--- config.mk ---
export PLATFORM = sky130hd
export DESIGN_NAME = agfd_div_cell
export DESIGN_NICKNAME = d
export VERILOG_FILES = /design/src/rtl/antenna_gain_from_direction_defines.svh /design/src/rtl/agfd_pkg.sv /design/src/rtl/agfd_div_cell.sv
export SDC_FILE = /design/constraint.sdc
export NUM_CORES = 1
export LEC_CHECK = 0
export ABC_AREA = 1
export BUFFER_PORTS_ARGS = -buffer_cell sky130_fd_sc_hd__buf_2
export CAP_MARGIN = 20
export CORE_MARGIN = 3
export CORE_UTILIZATION = 50
export DETAILED_ROUTE_END_ITERATION = 6
export PLACE_DENSITY = 0.82
export SLEW_MARGIN = 20
export SYNTH_ARGS = -nofsm -noshare
export SYNTH_HDL_FRONTEND = slang
export SYNTH_SLANG_ARGS = --single-unit
--- constraint.sdc ---
create_clock -name clk -period 3.3 [get_ports clk]
set_input_delay 0.33 -clock clk [delete_from_list [all_inputs] [get_ports clk]]
set_output_delay 0.33 -clock clk [all_outputs]
set_load 0.02 [all_outputs]
--- src/rtl/antenna_gain_from_direction_defines.svh ---
// Assertion macros shared by the antenna gain RTL.
`ifndef ANTENNA_GAIN_FROM_DIRECTION_DEFINES_SVH
`define ANTENNA_GAIN_FROM_DIRECTION_DEFINES_SVH

// Same-cycle implication, sampled on clk, off during reset.
`define AGFD_ASSERT_IMP(label, ante, cons) \
  label: assert property (@(posedge clk) disable iff (!rst_n) (ante) |-> (cons)) \
    else $error("agfd: same-cycle check failed");

// Next-cycle implication, sampled on clk, off during reset.
`define AGFD_ASSERT_NXT(label, ante, cons) \
  label: assert property (@(posedge clk) disable iff (!rst_n) (ante) |=> (cons)) \
    else $error("agfd: next-cycle check failed");

`endif

--- src/rtl/agfd_pkg.sv ---
// Types and constants of the antenna gain pipeline.
package agfd_pkg;

  // Fixed-point constants, angles in Q6.30
  localparam logic signed [35:0] PI_Q30      = 36'sd3373259426;
  localparam logic signed [35:0] HALF_PI_Q30 = 36'sd1686629713;
  localparam logic signed [35:0] TWO_PI_Q30  = 36'sd6746518852;
  localparam logic signed [33:0] CORDIC_K    = 34'sd652032874;
  localparam logic signed [31:0] ONE_Q30     = 32'sd1073741824;
  localparam logic signed [16:0] OFF_GAIN    = -17'sd51200;
  localparam logic signed [16:0] GAIN_LOW    = -17'sd65536;

  localparam int ATAN_LEN   = 24;
  localparam int SQRT_STEPS = 31;
  localparam int DIV_STEPS  = 31;

  localparam logic [31:0] ATAN_Q30 [ATAN_LEN] = '{
    32'd843314857, 32'd497837829, 32'd263043837, 32'd133525159, 32'd67021687,
    32'd33543516, 32'd16775851, 32'd8388437, 32'd4194283, 32'd2097149,
    32'd1048576, 32'd524288, 32'd262144, 32'd131072, 32'd65536, 32'd32768,
    32'd16384, 32'd8192, 32'd4096, 32'd2048, 32'd1024, 32'd512, 32'd256,
    32'd128
  };

  // Register indexes of the configuration port
  typedef enum logic [1:0] {
    REG_MAX_GAIN    = 2'd0,
    REG_BEAMWIDTH   = 2'd1,
    REG_ORIENT_AZ   = 2'd2,
    REG_ORIENT_INC  = 2'd3
  } reg_idx_t;

  // Rotation cell request: sine/cosine of one angle
  typedef struct packed {
    logic               vld;
    logic               neg;
    logic signed [33:0] x;
    logic signed [33:0] y;
    logic signed [32:0] z;
  } rot_t;

  // Square root digit request
  typedef struct packed {
    logic               vld;
    logic               off;
    logic signed [31:0] d;
    logic [60:0]        n;
    logic [61:0]        r;
  } sqrt_t;

  // Vectoring cell request: arctangent of (x, y)
  typedef struct packed {
    logic               vld;
    logic               off;
    logic signed [33:0] x;
    logic signed [33:0] y;
    logic signed [32:0] z;
  } vec_t;

  // Division step request: remainder and dividend/quotient shift word
  typedef struct packed {
    logic        vld;
    logic        off;
    logic [16:0] rem;
    logic [30:0] dq;
  } div_t;

endpackage

--- src/rtl/agfd_div_cell.sv ---
// One restoring division step: one quotient bit per cell.
module agfd_div_cell (
  input  logic            clk,
  input  logic            rst_n,
  input  logic            en,
  input  logic [16:0]     divisor,
  input  agfd_pkg::div_t  cell_i,
  output agfd_pkg::div_t  cell_o
);

  agfd_pkg::div_t cell_r, cell_nxt;
  logic [17:0] part;
  logic        ge;

  assign part = {cell_i.rem, cell_i.dq[30]};
  assign ge   = part >= {1'b0, divisor};

  // Subtract when the partial remainder covers the divisor
  always_comb begin
    cell_nxt     = cell_i;
    cell_nxt.rem = ge ? 17'(part - {1'b0, divisor}) : part[16:0];
    cell_nxt.dq  = {cell_i.dq[29:0], ge};
  end

  always_ff @(posedge clk) begin
    if (!rst_n) begin
      cell_r.vld <= 1'b0;
    end else if (en) begin
      cell_r <= cell_nxt;
    end
  end

  assign cell_o = cell_r;

endmodule

After elaboration in Yosys (flattened, before gate mapping)
Cells that the tools add are included.
Word-level totals
  register bits after elaboration: 50
  input port bits: 70
  logic and storage cells: 8
Operators by class
  $add $sub $neg: 1
  order comparisons: 1
  muxes and demuxes: 1
  reduce and logical (&&, ||, !) cells: 1
Operators by type and width (number)
  greater-or-equal comparator 18 x 17 -> 1 bit: 1
  two-way mux 17 bit: 1
  subtractor 17 bit: 1
  AND reduction 2 bit: 1

Depth between registers and ports, before layout
Gate-level depths: netlist of run 1.
  word-level depth: 2
  depth in mapped cells: 14

Worst setup path after synthesis of run 1
Ideal clock, no wire load.
  path kind: input -> register
  start: in cell_i[30] (netlist name)
  end: reg cell_r, in the netlist cell_o[35], data pin
  arrival: 1668 ps
  data required time: 3048 ps
  slack: 1380 ps
  cell stages on the path: 11
  path buffers: 1
  cells stage by stage: inv_1 > ha_1 > inv_1 > fa_1 > nand3_1 > nand3_1 > nand2_2 > nand2_4 > buf_8 > nand2_2 > nand2_1
RTL lines
  start, declared: line agfd_div_cell.sv:7  | input agfd_pkg::div_t cell_i,
  end signal, assigned: line agfd_div_cell.sv:29  | cell_r <= cell_nxt;
  end, declared: line agfd_div_cell.sv:11  | agfd_pkg::div_t cell_r, cell_nxt;

==> metrics.md, run 1 <==
| Metric | Value |
|---|---|
| DR vias/cell | `4.89` |
| CTS Buf Count | `5` |
| Largest net degree at the start of global routing | `50` |
| Min-Delay Path Class | `in2reg` |
| Worst-margin pin slew | `1000 ps` |
| Antenna Cells | `0` |
| Cell Area, Synth | `0.00300 mm^2` |
| Post-DRT Antenna Nets | `0` |
| DRC violations left | `0` |
| Max cap viols | `0` |
| Worst EP required | `3360 ps` |
| Layout cell share with drive strength beyond 1 | `0.313` |
| Port Buffers | `119` |
| Worst path bufs/invs | `3` |
| DIE AREA | `0.00696 mm^2` |
| Slowest CP cell | `fa_1` |
| Post-route cell area | `0.00374 mm^2` |
| Commonest non-fill, non-tap cell in the layout | `nand2_1` |
| Yosys reg bits | `50` |
| Sequential area share after synthesis | `0.498` |
| Die X-Extent | `83.4 um` |
| Fin. max-slew vios | `0` |
| Minimum hold slack | `190 ps` |
| Largest register FFs | `50` |
| Startpoint Class | `input port` |
| Clock Path Buffers | `2` |
| Placer Congestion | `0.880` |
| Placed insts | `544` |
| Post-CTS setup buffer count | `0` |
| Final hold vios | `0` |
| Worst ir drop on vdd | `0.000217 V` |
| Via count | `2,700` |
| Setup ws final | `1210 ps` |
| Slew HR | `0.332` |
| Sink Count | `50` |
| 1st-iter DRT viols | `88` |
| Hold_buf cts | `0` |
| Final Net Count | `567` |
| Total GRT Usage | `0.209` |
| Layout area overhead | `25.0%` |
| Post-Syn Nets | `444` |
| Initial antenna violation count | `0` |
| WL/cell | `13.4 um` |
| Avg Cell Area, Syn | `8.42 um^2` |
| CTS tree | `built` |
| First-pass DRT Iterations | `4` |
| GRT overflow | `0` |
| Clock root buffer | `clkbuf_8` |
| Crit. End Element | `flop` |
| Achievable frequency | `0.477 GHz` |
| Final setup viols | `0` |
| DIE HEIGHT | `83.4 um` |
| First-pass GRT wire length | `11.8 mm` |
| CTS resizes | `0` |
| Final worst path period share | `0.635` |
| Skew final | `0 ps` |
| Worst-path maximum fanout | `18` |
| Cells after Synth | `356` |
| CP delay by family, top | `simple AND/OR/NAND/NOR gates` |
| Synth cell types | `25` |
| CP peak stage delay | `430 ps` |
| Pre-CTS WS | `876 ps` |
| Vias in the first global route | `2,557` |
| Total negative slack | `0 ps` |
| Power Density | `418 mW/mm^2` |
| Outcome | `finished clean` |
| Minimum clock period | `2090 ps` |
| Final WL | `7.39 mm` |
| CP cell instances | `buf_2 -> inv_1 -> ha_1 -> inv_1 -> fa_1 -> nand3_1 -> nand3_1 -> nand2_2 -> nand2_4 -> nand2_1 -> nand2_1` |
| Critical path class | `in2reg` |
| Clk_lat worst skew | `300 ps` |
| DP Area | `0.00366 mm^2` |
| CTS clk-pin slew, worst paths | `100 ps` |
| Hpwl dp | `5.94 mm` |
| Critical Path AT | `2160 ps` |
| I/O pin count | `120` |
| Leakage power total | `2.02 nW` |
| Final Util | `0.664` |
| Syn. warnings | `0` |
| Finished Layout Cells | `552` |
| Row cnt | `27` |
| Initial core utilization | `0.531` |
| Core ar. | `0.00564 mm^2` |
| Final Power | `1.57 mW` |
| Most frequent cells in the layout | `nand2_1 (126), buf_2 (119), inv_1 (65)` |
| H-tree depth | `2` |
| RSZ-0062 raised after global routing | `false` |
[area by class of cell]
cell class	instances	area, um^2
Fill cell	515	1900
Timing Repair Buffer	120	603
Clock buffer	6	72.6
Tap cell	72	90.1
Sequential cell	50	1490
Inverter	70	263
Clock inverter	2	15.0
Multi-Input combinational cell	232	1210
[cell families (layout without fill, tap and decap cells)]
family	after synthesis	count (layout)	share of synthesized area
AOI/OAI and AO/OA	14	14	0.0246
DFF	50	50	0.498
and+or+nand+nor	193	193	0.281
adders and majority gates	18	18	0.0777
buffers and inverters	74	198	0.0985
xor gates and xnor gates	7	7	0.0205
[where the power goes]
group | internal [mW] | switching (mW)
sequential | 0.761 | 0.0108
clock | 0.150 | 0.205
combinational | 0.156 | 0.282
[synth_stat cells]
cell      count  share of area
nand2_1     126           0.16
inv_1        66          0.083
edfxtp_1     49           0.49
nand3_1      32          0.053
ha_1         17          0.071
nand2_2      12          0.025
a21oi_1      11          0.018
nor2_1        9          0.011
xor2_1        7          0.020
inv_2         4         0.0050
nand4_1       4         0.0083
nor2_2        3         0.0063
nor3_1        3         0.0050
buf_2         2         0.0033
a21oi_2       1         0.0029
and2_1        1         0.0021
buf_4         1         0.0025
buf_8         1         0.0050
dfxtp_1       1         0.0067
fa_1          1         0.0067
nand2_4       1         0.0038
nand3b_1      1         0.0025
nor3_4        1         0.0054
o21ai_0       1         0.0017
o21ai_1       1         0.0017
[final timing paths]
| kind | cells after the start | end | slack [ps] | start |
|---|---|---|---|---|
| worst max-delay path | 11 | cell_o[45] | 1210 | cell_i[30] |
| worst min-delay path | 1 | cell_o[25] | 190 | cell_i[24] |
| worst max register to register | 2 | cell_o[49] | 2560 | cell_o[49] |
| worst min register to register | 2 | cell_o[49] | 640 | cell_o[49] |
[routing by layer]
layer	part of all wire	vias to the layer above	track usage
met5	0	-	0
met4	0.015	0	0.0614
met3	0.081	11	0.0476
met2	0.49	113	0.375
met1	0.41	1199	0.250
li1	-	1377	-
(Power assumes the default switching activity.)
==> run 2, diff against run 1 <==
Settings changed: CORE_UTILIZATION 50 to 49, PLACE_DENSITY 0.82 to 0.81.
Clock period 3.3 ns to 2.01 ns, I/O delays scaled along.
==> metrics.md, run 2 (synthesis results as in run 1) <==
| Metric | Value |
|---|---|
| Row cnt | `27 (unchanged)` |
| Comb power frac | `0.304 (was 0.280)` |
| Max cap viols | `0 (unchanged)` |
| Initial antenna violation count | `0 (unchanged)` |
| Most frequent cells in the layout | `nand2_1 (126), buf_2 (119), inv_1 (65) (unchanged)` |
| Port Buffers | `119 (unchanged)` |
| Startpoint Class | `input port (unchanged)` |
| DRC violations left | `0 (unchanged)` |
| Final Power | `2.65 mW (was 1.57 mW)` |
| Final Util | `0.709 (was 0.664)` |
| Clock Path Buffers | `2 (unchanged)` |
| Hpwl dp | `6.13 mm (was 5.94 mm)` |
| DP Area | `0.00395 mm^2 (was 0.00366 mm^2)` |
| Total GRT Usage | `0.216 (was 0.209)` |
| Crit. End Element | `flop (unchanged)` |
| Leakage power total | `2.21 nW (was 2.02 nW)` |
| Internal | `1.82 mW (was 1.07 mW)` |
| HP Start | `cell_i[10] (was cell_i[24])` |
| Final worst path period share | `0.860` |
| I/O pin count | `120 (unchanged)` |
| Worst reg2reg path endpoint | `cell_o[49] (unchanged)` |
| WL/cell | `12.7 um (was 13.4 um)` |
| GRT overflow | `0 (unchanged)` |
| Final setup viols | `0 (unchanged)` |
| CTS Buf Count | `5 (unchanged)` |
| Critical Path AT | `1790 ps (was 2160 ps)` |
| DR vias/cell | `4.70 (was 4.89)` |
| Largest register FFs | `50 (unchanged)` |
| Achievable frequency | `0.579 GHz` |
| Slowest CP cell | `fa_1 (unchanged)` |
| Reg2reg path depth | `2 (unchanged)` |
| WHS Endpoint | `cell_o[11] (was cell_o[25])` |
| Minimum hold slack | `66.7 ps (was 190 ps)` |
| CP peak stage delay | `430 ps (about the same)` |
| Core ar. | `0.00571 mm^2 (was 0.00564 mm^2)` |
| Sw power | `831 uW (was 498 uW)` |
| Finished Layout Cells | `590 (was 552)` |
| Final hold vios | `0 (unchanged)` |
| Layout area overhead | `35.0% (was 25.0%)` |
| Skew final | `0 ps (unchanged)` |
| Layout cell share with drive strength beyond 1 | `0.365 (was 0.313)` |
| H-tree depth | `2 (unchanged)` |
| WHS Path Cells | `1 (unchanged)` |
| Min-Delay Path Class | `in2reg (unchanged)` |
| Reg power frac | `0.478 (was 0.493)` |
| Sink Count | `50 (unchanged)` |
| Final WL | `7.47 mm (was 7.39 mm)` |
| First-pass DRT Iterations | `4 (unchanged)` |
| Total negative slack | `0 ps (unchanged)` |
| Worst EP required | `2080 ps (was 3360 ps)` |
| DIE HEIGHT | `84.2 um (was 83.4 um)` |
| Reg2reg start | `cell_o[49] (unchanged)` |
| DIE AREA | `0.00709 mm^2 (was 0.00696 mm^2)` |
| Commonest non-fill, non-tap cell in the layout | `nand2_1 (unchanged)` |
| Most frequent CP cell | `nand2_1` |
| Pre-CTS WS | `-499 ps (was 876 ps)` |
| First-pass GRT wire length | `12.5 mm (was 11.8 mm)` |
| Largest net degree at the start of global routing | `50 (unchanged)` |
| Outcome | `finished clean (unchanged)` |
| Worst-path maximum fanout | `4 (was 18)` |
| Clock root buffer | `clkbuf_8 (unchanged)` |
| Placer Congestion | `0.882 (was 0.880)` |
| Via count | `2,771 (was 2,700)` |
| Die X-Extent | `84.2 um (was 83.4 um)` |
| CTS tree | `built (unchanged)` |
| Final Net Count | `605 (was 567)` |
| Vias in the first global route | `2,690 (was 2,557)` |
| Antenna Cells | `0 (unchanged)` |
| Clock power frac | `0.218 (was 0.227)` |
| Fillers | `459 (was 515)` |
| Minimum clock period | `1730 ps` |
| Post-DRT Antenna Nets | `0 (unchanged)` |
| Slew HR | `0.820 (was 0.332)` |
| Clk_lat worst skew | `300 ps (about the same)` |
| Placed insts | `581 (was 544)` |
| Post-route cell area | `0.00405 mm^2 (was 0.00374 mm^2)` |
| 1st-iter DRT viols | `98 (was 88)` |
| Fin. max-slew vios | `0 (unchanged)` |
| Power Density | `656 mW/mm^2 (was 418 mW/mm^2)` |
| FF-to-FF setup slack | `1390 ps (was 2560 ps)` |
| CTS clk-pin slew, worst paths | `100 ps (about the same)` |
| Sw Ratio | `0.313 (was 0.318)` |
| CP cell instances | `buf_2 -> inv_1 -> ha_1 -> inv_1 -> fa_1 -> nand3_1 -> nand3_1 -> nand2_1 -> nand2_1 -> nand2_1 -> nand2_1 -> nand2_1 -> nand2_1 -> nand2_1 -> nand2_1 (was buf_2 -> inv_1 -> ha_1 -> inv_1 -> fa_1 -> nand3_1 -> nand3_1 -> nand2_2 -> nand2_4 -> nand2_1 -> nand2_1)` |
| Initial core utilization | `0.525 (was 0.531)` |
| Worst ir drop on vdd | `0.000385 V (was 0.000217 V)` |
| RSZ-0062 raised after global routing | `false (unchanged)` |
| Setup ws final | `282 ps (was 1210 ps)` |
| Worst-margin pin slew | `269 ps (was 1000 ps)` |
| Critical path class | `in2reg (unchanged)` |
-- run 2: cell types whose count changed in the layout (fill, tap and decap cells not counted), sizes merged --
cell / delta
clkbuf: -1
clkinv: +2
buf: +38
clkinvlp: -1
-- run 2: area by class of cell --
| type | count | area, um^2 | area share |
|---|---|---|---|
| Multi-Input combinational cell | 232 | 1210 | 0.299 |
| Inverter | 70 | 263 | 0.0650 |
| Sequential cell | 50 | 1490 | 0.369 |
| Timing Repair Buffer | 158 | 901 | 0.223 |
| Clock buffer | 5 | 68.8 | 0.0170 |
| Tap cell | 72 | 90.1 | 0.0223 |
| Clock inverter | 3 | 21.3 | 0.00526 |
-- run 2: worst max-delay path by stage --
stage | startpoint | endpoint | slack [ps] | depth (start not counted)
2_1_floorplan | cell_i[30] | cell_o[35] | 220 | 11
3_3_place_gp | divisor[15] | cell_o[45] | -450 | 11
3_5_place_dp | divisor[15] | cell_o[44] | -500 | 9
4_1_cts | cell_i[30] | cell_o[45] | 280 | 15
5_1_grt | cell_i[30] | cell_o[45] | 30 | 15
6_report | cell_i[30] | cell_o[45] | 280 | 15
-- run 2: power by group through the flow --
stage	sequential (mW)	clock (mW)	combinational (mW)
after floorplan	1.40	0	0.380
after global placement	1.29	0	0.785
after detailed placement	1.29	0	0.806
after CTS	1.27	0.606	0.811
after global routing	1.28	0.646	0.900
final	1.27	0.578	0.806
-- run 2: per-layer routing --
metal,vias up,global-route usage,wire [um]
li1,1447,-,-
met1,1205,0.270,3150
met2,109,0.384,3620
met3,10,0.0422,594
met4,0,0.0512,98
met5,-,0,0
-- run 2: what timing repair did --
action                                  4_1_cts  5_1_grt
endpoints found under the setup margin       18        0
setup buffers                                 1        0
hold buffers                                  0        0
endpoints found under the hold margin         0        0
resized for setup                             0        0
-- run 2: critical path, delay by kind of cell --
family	cells	cell delay, ps
buffers and inverters	3	210
adders and majority gates	2	550
and+or+nand+nor	10	830
==> run 3, diff against run 2 <==
Settings changed: CORE_UTILIZATION 49 to 35, PLACE_DENSITY 0.81 to not set.
==> metrics.md, run 3 (synthesis results as in run 1) <==
| Metric | Value |
|---|---|
| I/O pin count | `120 (unchanged)` |
| Layout cell share with drive strength beyond 1 | `0.365 (unchanged)` |
| Fin. max-slew vios | `0 (unchanged)` |
| Die X-Extent | `98.5 um (was 84.2 um)` |
| Initial core utilization | `0.363 (was 0.525)` |
| Worst path bufs/invs | `3 (unchanged)` |
| CTS clk-pin slew, worst paths | `100 ps (about the same)` |
| Internal | `1.82 mW (about the same)` |
| Setup ws final | `270 ps (was 282 ps)` |
| Clock root buffer | `clkbuf_8 (unchanged)` |
| Hold_buf cts | `0 (unchanged)` |
| Post-DRT Antenna Nets | `0 (unchanged)` |
| Most frequent cells in the layout | `nand2_1 (126), buf_2 (119), inv_1 (65) (unchanged)` |
| Layout area overhead | `36.4% (was 35.0%)` |
| Startpoint Class | `input port (unchanged)` |
| Most frequent CP cell | `nand2_1 (unchanged)` |
| CTS resizes | `0 (unchanged)` |
| Reg power frac | `0.474 (was 0.478)` |
| Final worst path period share | `0.866 (was 0.860)` |
| DRC violations left | `0 (unchanged)` |
| Max cap viols | `0 (unchanged)` |
| Sink Count | `50 (unchanged)` |
| Minimum clock period | `1740 ps (was 1730 ps)` |
| Sw power | `850 uW (was 831 uW)` |
| CP peak stage delay | `430 ps (about the same)` |
| Hpwl dp | `6.01 mm (was 6.13 mm)` |
| Final hold vios | `0 (unchanged)` |
| Antenna Cells | `0 (unchanged)` |
| First-pass GRT wire length | `12.3 mm (was 12.5 mm)` |
| CP delay by family, top | `simple AND/OR/NAND/NOR gates (unchanged)` |
| Worst ir drop on vdd | `0.000259 V (was 0.000385 V)` |
| Placer Congestion | `0.883 (was 0.882)` |
| Power Density | `654 mW/mm^2 (was 656 mW/mm^2)` |
| WL/cell | `12.0 um (was 12.7 um)` |
| 1st-iter DRT viols | `89 (was 98)` |
| RSZ-0062 raised after global routing | `false (unchanged)` |
| Final WL | `7.48 mm (was 7.47 mm)` |
| Row cnt | `33 (was 27)` |
| Largest net degree at the start of global routing | `26 (was 50)` |
| H-tree depth | `2 (unchanged)` |
| Slowest CP cell | `fa_1 (unchanged)` |
| Crit. End Element | `flop (unchanged)` |
| Achievable frequency | `0.575 GHz (was 0.579 GHz)` |
| Worst-path maximum fanout | `4 (unchanged)` |
| Vias in the first global route | `2,730 (was 2,690)` |
| Pre-CTS WS | `-507 ps (was -499 ps)` |
| Critical path class | `in2reg (unchanged)` |
| Core ar. | `0.00826 mm^2 (was 0.00571 mm^2)` |
| GRT overflow | `0 (unchanged)` |
| CP cell instances | `buf_2 -> inv_1 -> ha_1 -> inv_1 -> fa_1 -> nand3_1 -> nand3_1 -> nand2_1 -> nand2_1 -> nand2_1 -> nand2_1 -> nand2_1 -> nand2_1 -> nand2_1 -> nand2_1 (unchanged)` |
| DR vias/cell | `4.38 (was 4.70)` |
| First-pass DRT Iterations | `4 (unchanged)` |
| Largest register FFs | `50 (unchanged)` |
| Initial antenna violation count | `0 (unchanged)` |
| Via count | `2,726 (was 2,771)` |
| Clock Path Buffers | `2 (unchanged)` |
| Final setup viols | `0 (unchanged)` |
| Post-CTS setup buffer count | `1 (unchanged)` |
| Sw Ratio | `0.318 (was 0.313)` |
| DIE AREA | `0.00971 mm^2 (was 0.00709 mm^2)` |
| Port Buffers | `119 (unchanged)` |
| Total GRT Usage | `0.156 (was 0.216)` |
| CTS tree | `built (unchanged)` |
| Outcome | `finished clean (unchanged)` |
| Slew HR | `0.769 (was 0.820)` |
| Clk_lat worst skew | `290 ps (was 300 ps)` |
| CTS Buf Count | `5 (unchanged)` |
| Final Net Count | `605 (unchanged)` |
| DIE HEIGHT | `98.5 um (was 84.2 um)` |
| Clock power frac | `0.226 (was 0.218)` |
| Skew final | `0 ps (unchanged)` |
| Critical Path AT | `1820 ps (was 1790 ps)` |
| Leakage power total | `2.21 nW (about the same)` |
| Commonest non-fill, non-tap cell in the layout | `nand2_1 (unchanged)` |
| Min-Delay Path Class | `in2reg (unchanged)` |
| Total negative slack | `0 ps (unchanged)` |
| Comb power frac | `0.300 (was 0.304)` |
| Worst-margin pin slew | `346 ps (was 269 ps)` |
| Worst EP required | `2090 ps (was 2080 ps)` |
## run 3: cell counts in the layout (fill, tap and decap cells not counted)
No cell type changed its count.
## run 3: worst paths after layout
check,startpoint,end,slack (ps),depth (start not counted)
hold / removal,cell_i[3],cell_o[4],60,1
setup / recovery,cell_i[30],cell_o[47],270,15
hold reg to reg,cell_o[49],cell_o[49],570,2
setup reg to reg,cell_o[49],cell_o[49],1360,2
## run 3: cell type report
type / instances / area, um^2
well taps: 105 / 131
clock inverters: 3 / 21.3
inverters: 70 / 263
flip-flops and latches: 50 / 1490
multi-input cells: 232 / 1210
repair buffers: 158 / 901
clock buffers: 5 / 68.8
fillers: 852 / 4170
## run 3: through the flow
step | instance area, um^2 | hold WS [ps] | power [mW] | cells | util
2_1_floorplan | 3000 | 294 | 1.78 | 356 | -
3_3_place_gp | 3990 | 378 | 2.08 | 614 | 0.483
3_5_place_dp | 3990 | 379 | 2.10 | 614 | 0.483
4_1_cts | 4090 | 54.3 | 2.70 | 623 | 0.495
5_1_grt | 4090 | 43.0 | 2.85 | 623 | 0.495
6_report | 4090 | 59.1 | 2.67 | 623 | 0.495
## run 3: worst reg2reg max path, delay by kind of cell, from the launching register on
family,cells,cell delay (ps)
DFF,1,320
AOI/OAI and AO/OA,2,220
## run 3: power groups by stage
stage,clock [mW],sequential [mW],combinational (mW)
6_report,0.604,1.27,0.802
5_1_grt,0.667,1.27,0.911
4_1_cts,0.624,1.27,0.813
3_5_place_dp,0,1.29,0.808
3_3_place_gp,0,1.29,0.795
2_1_floorplan,0,1.40,0.380
## run 3: metal layers
layer,vias to the layer above,part of all wire,track usage,wire length [um]
li1,1444,-,-,-
met1,1183,0.43,0.195,3210
met2,92,0.49,0.279,3660
met3,7,0.067,0.0290,503
met4,0,0.014,0.0368,101
met5,-,0,0,0
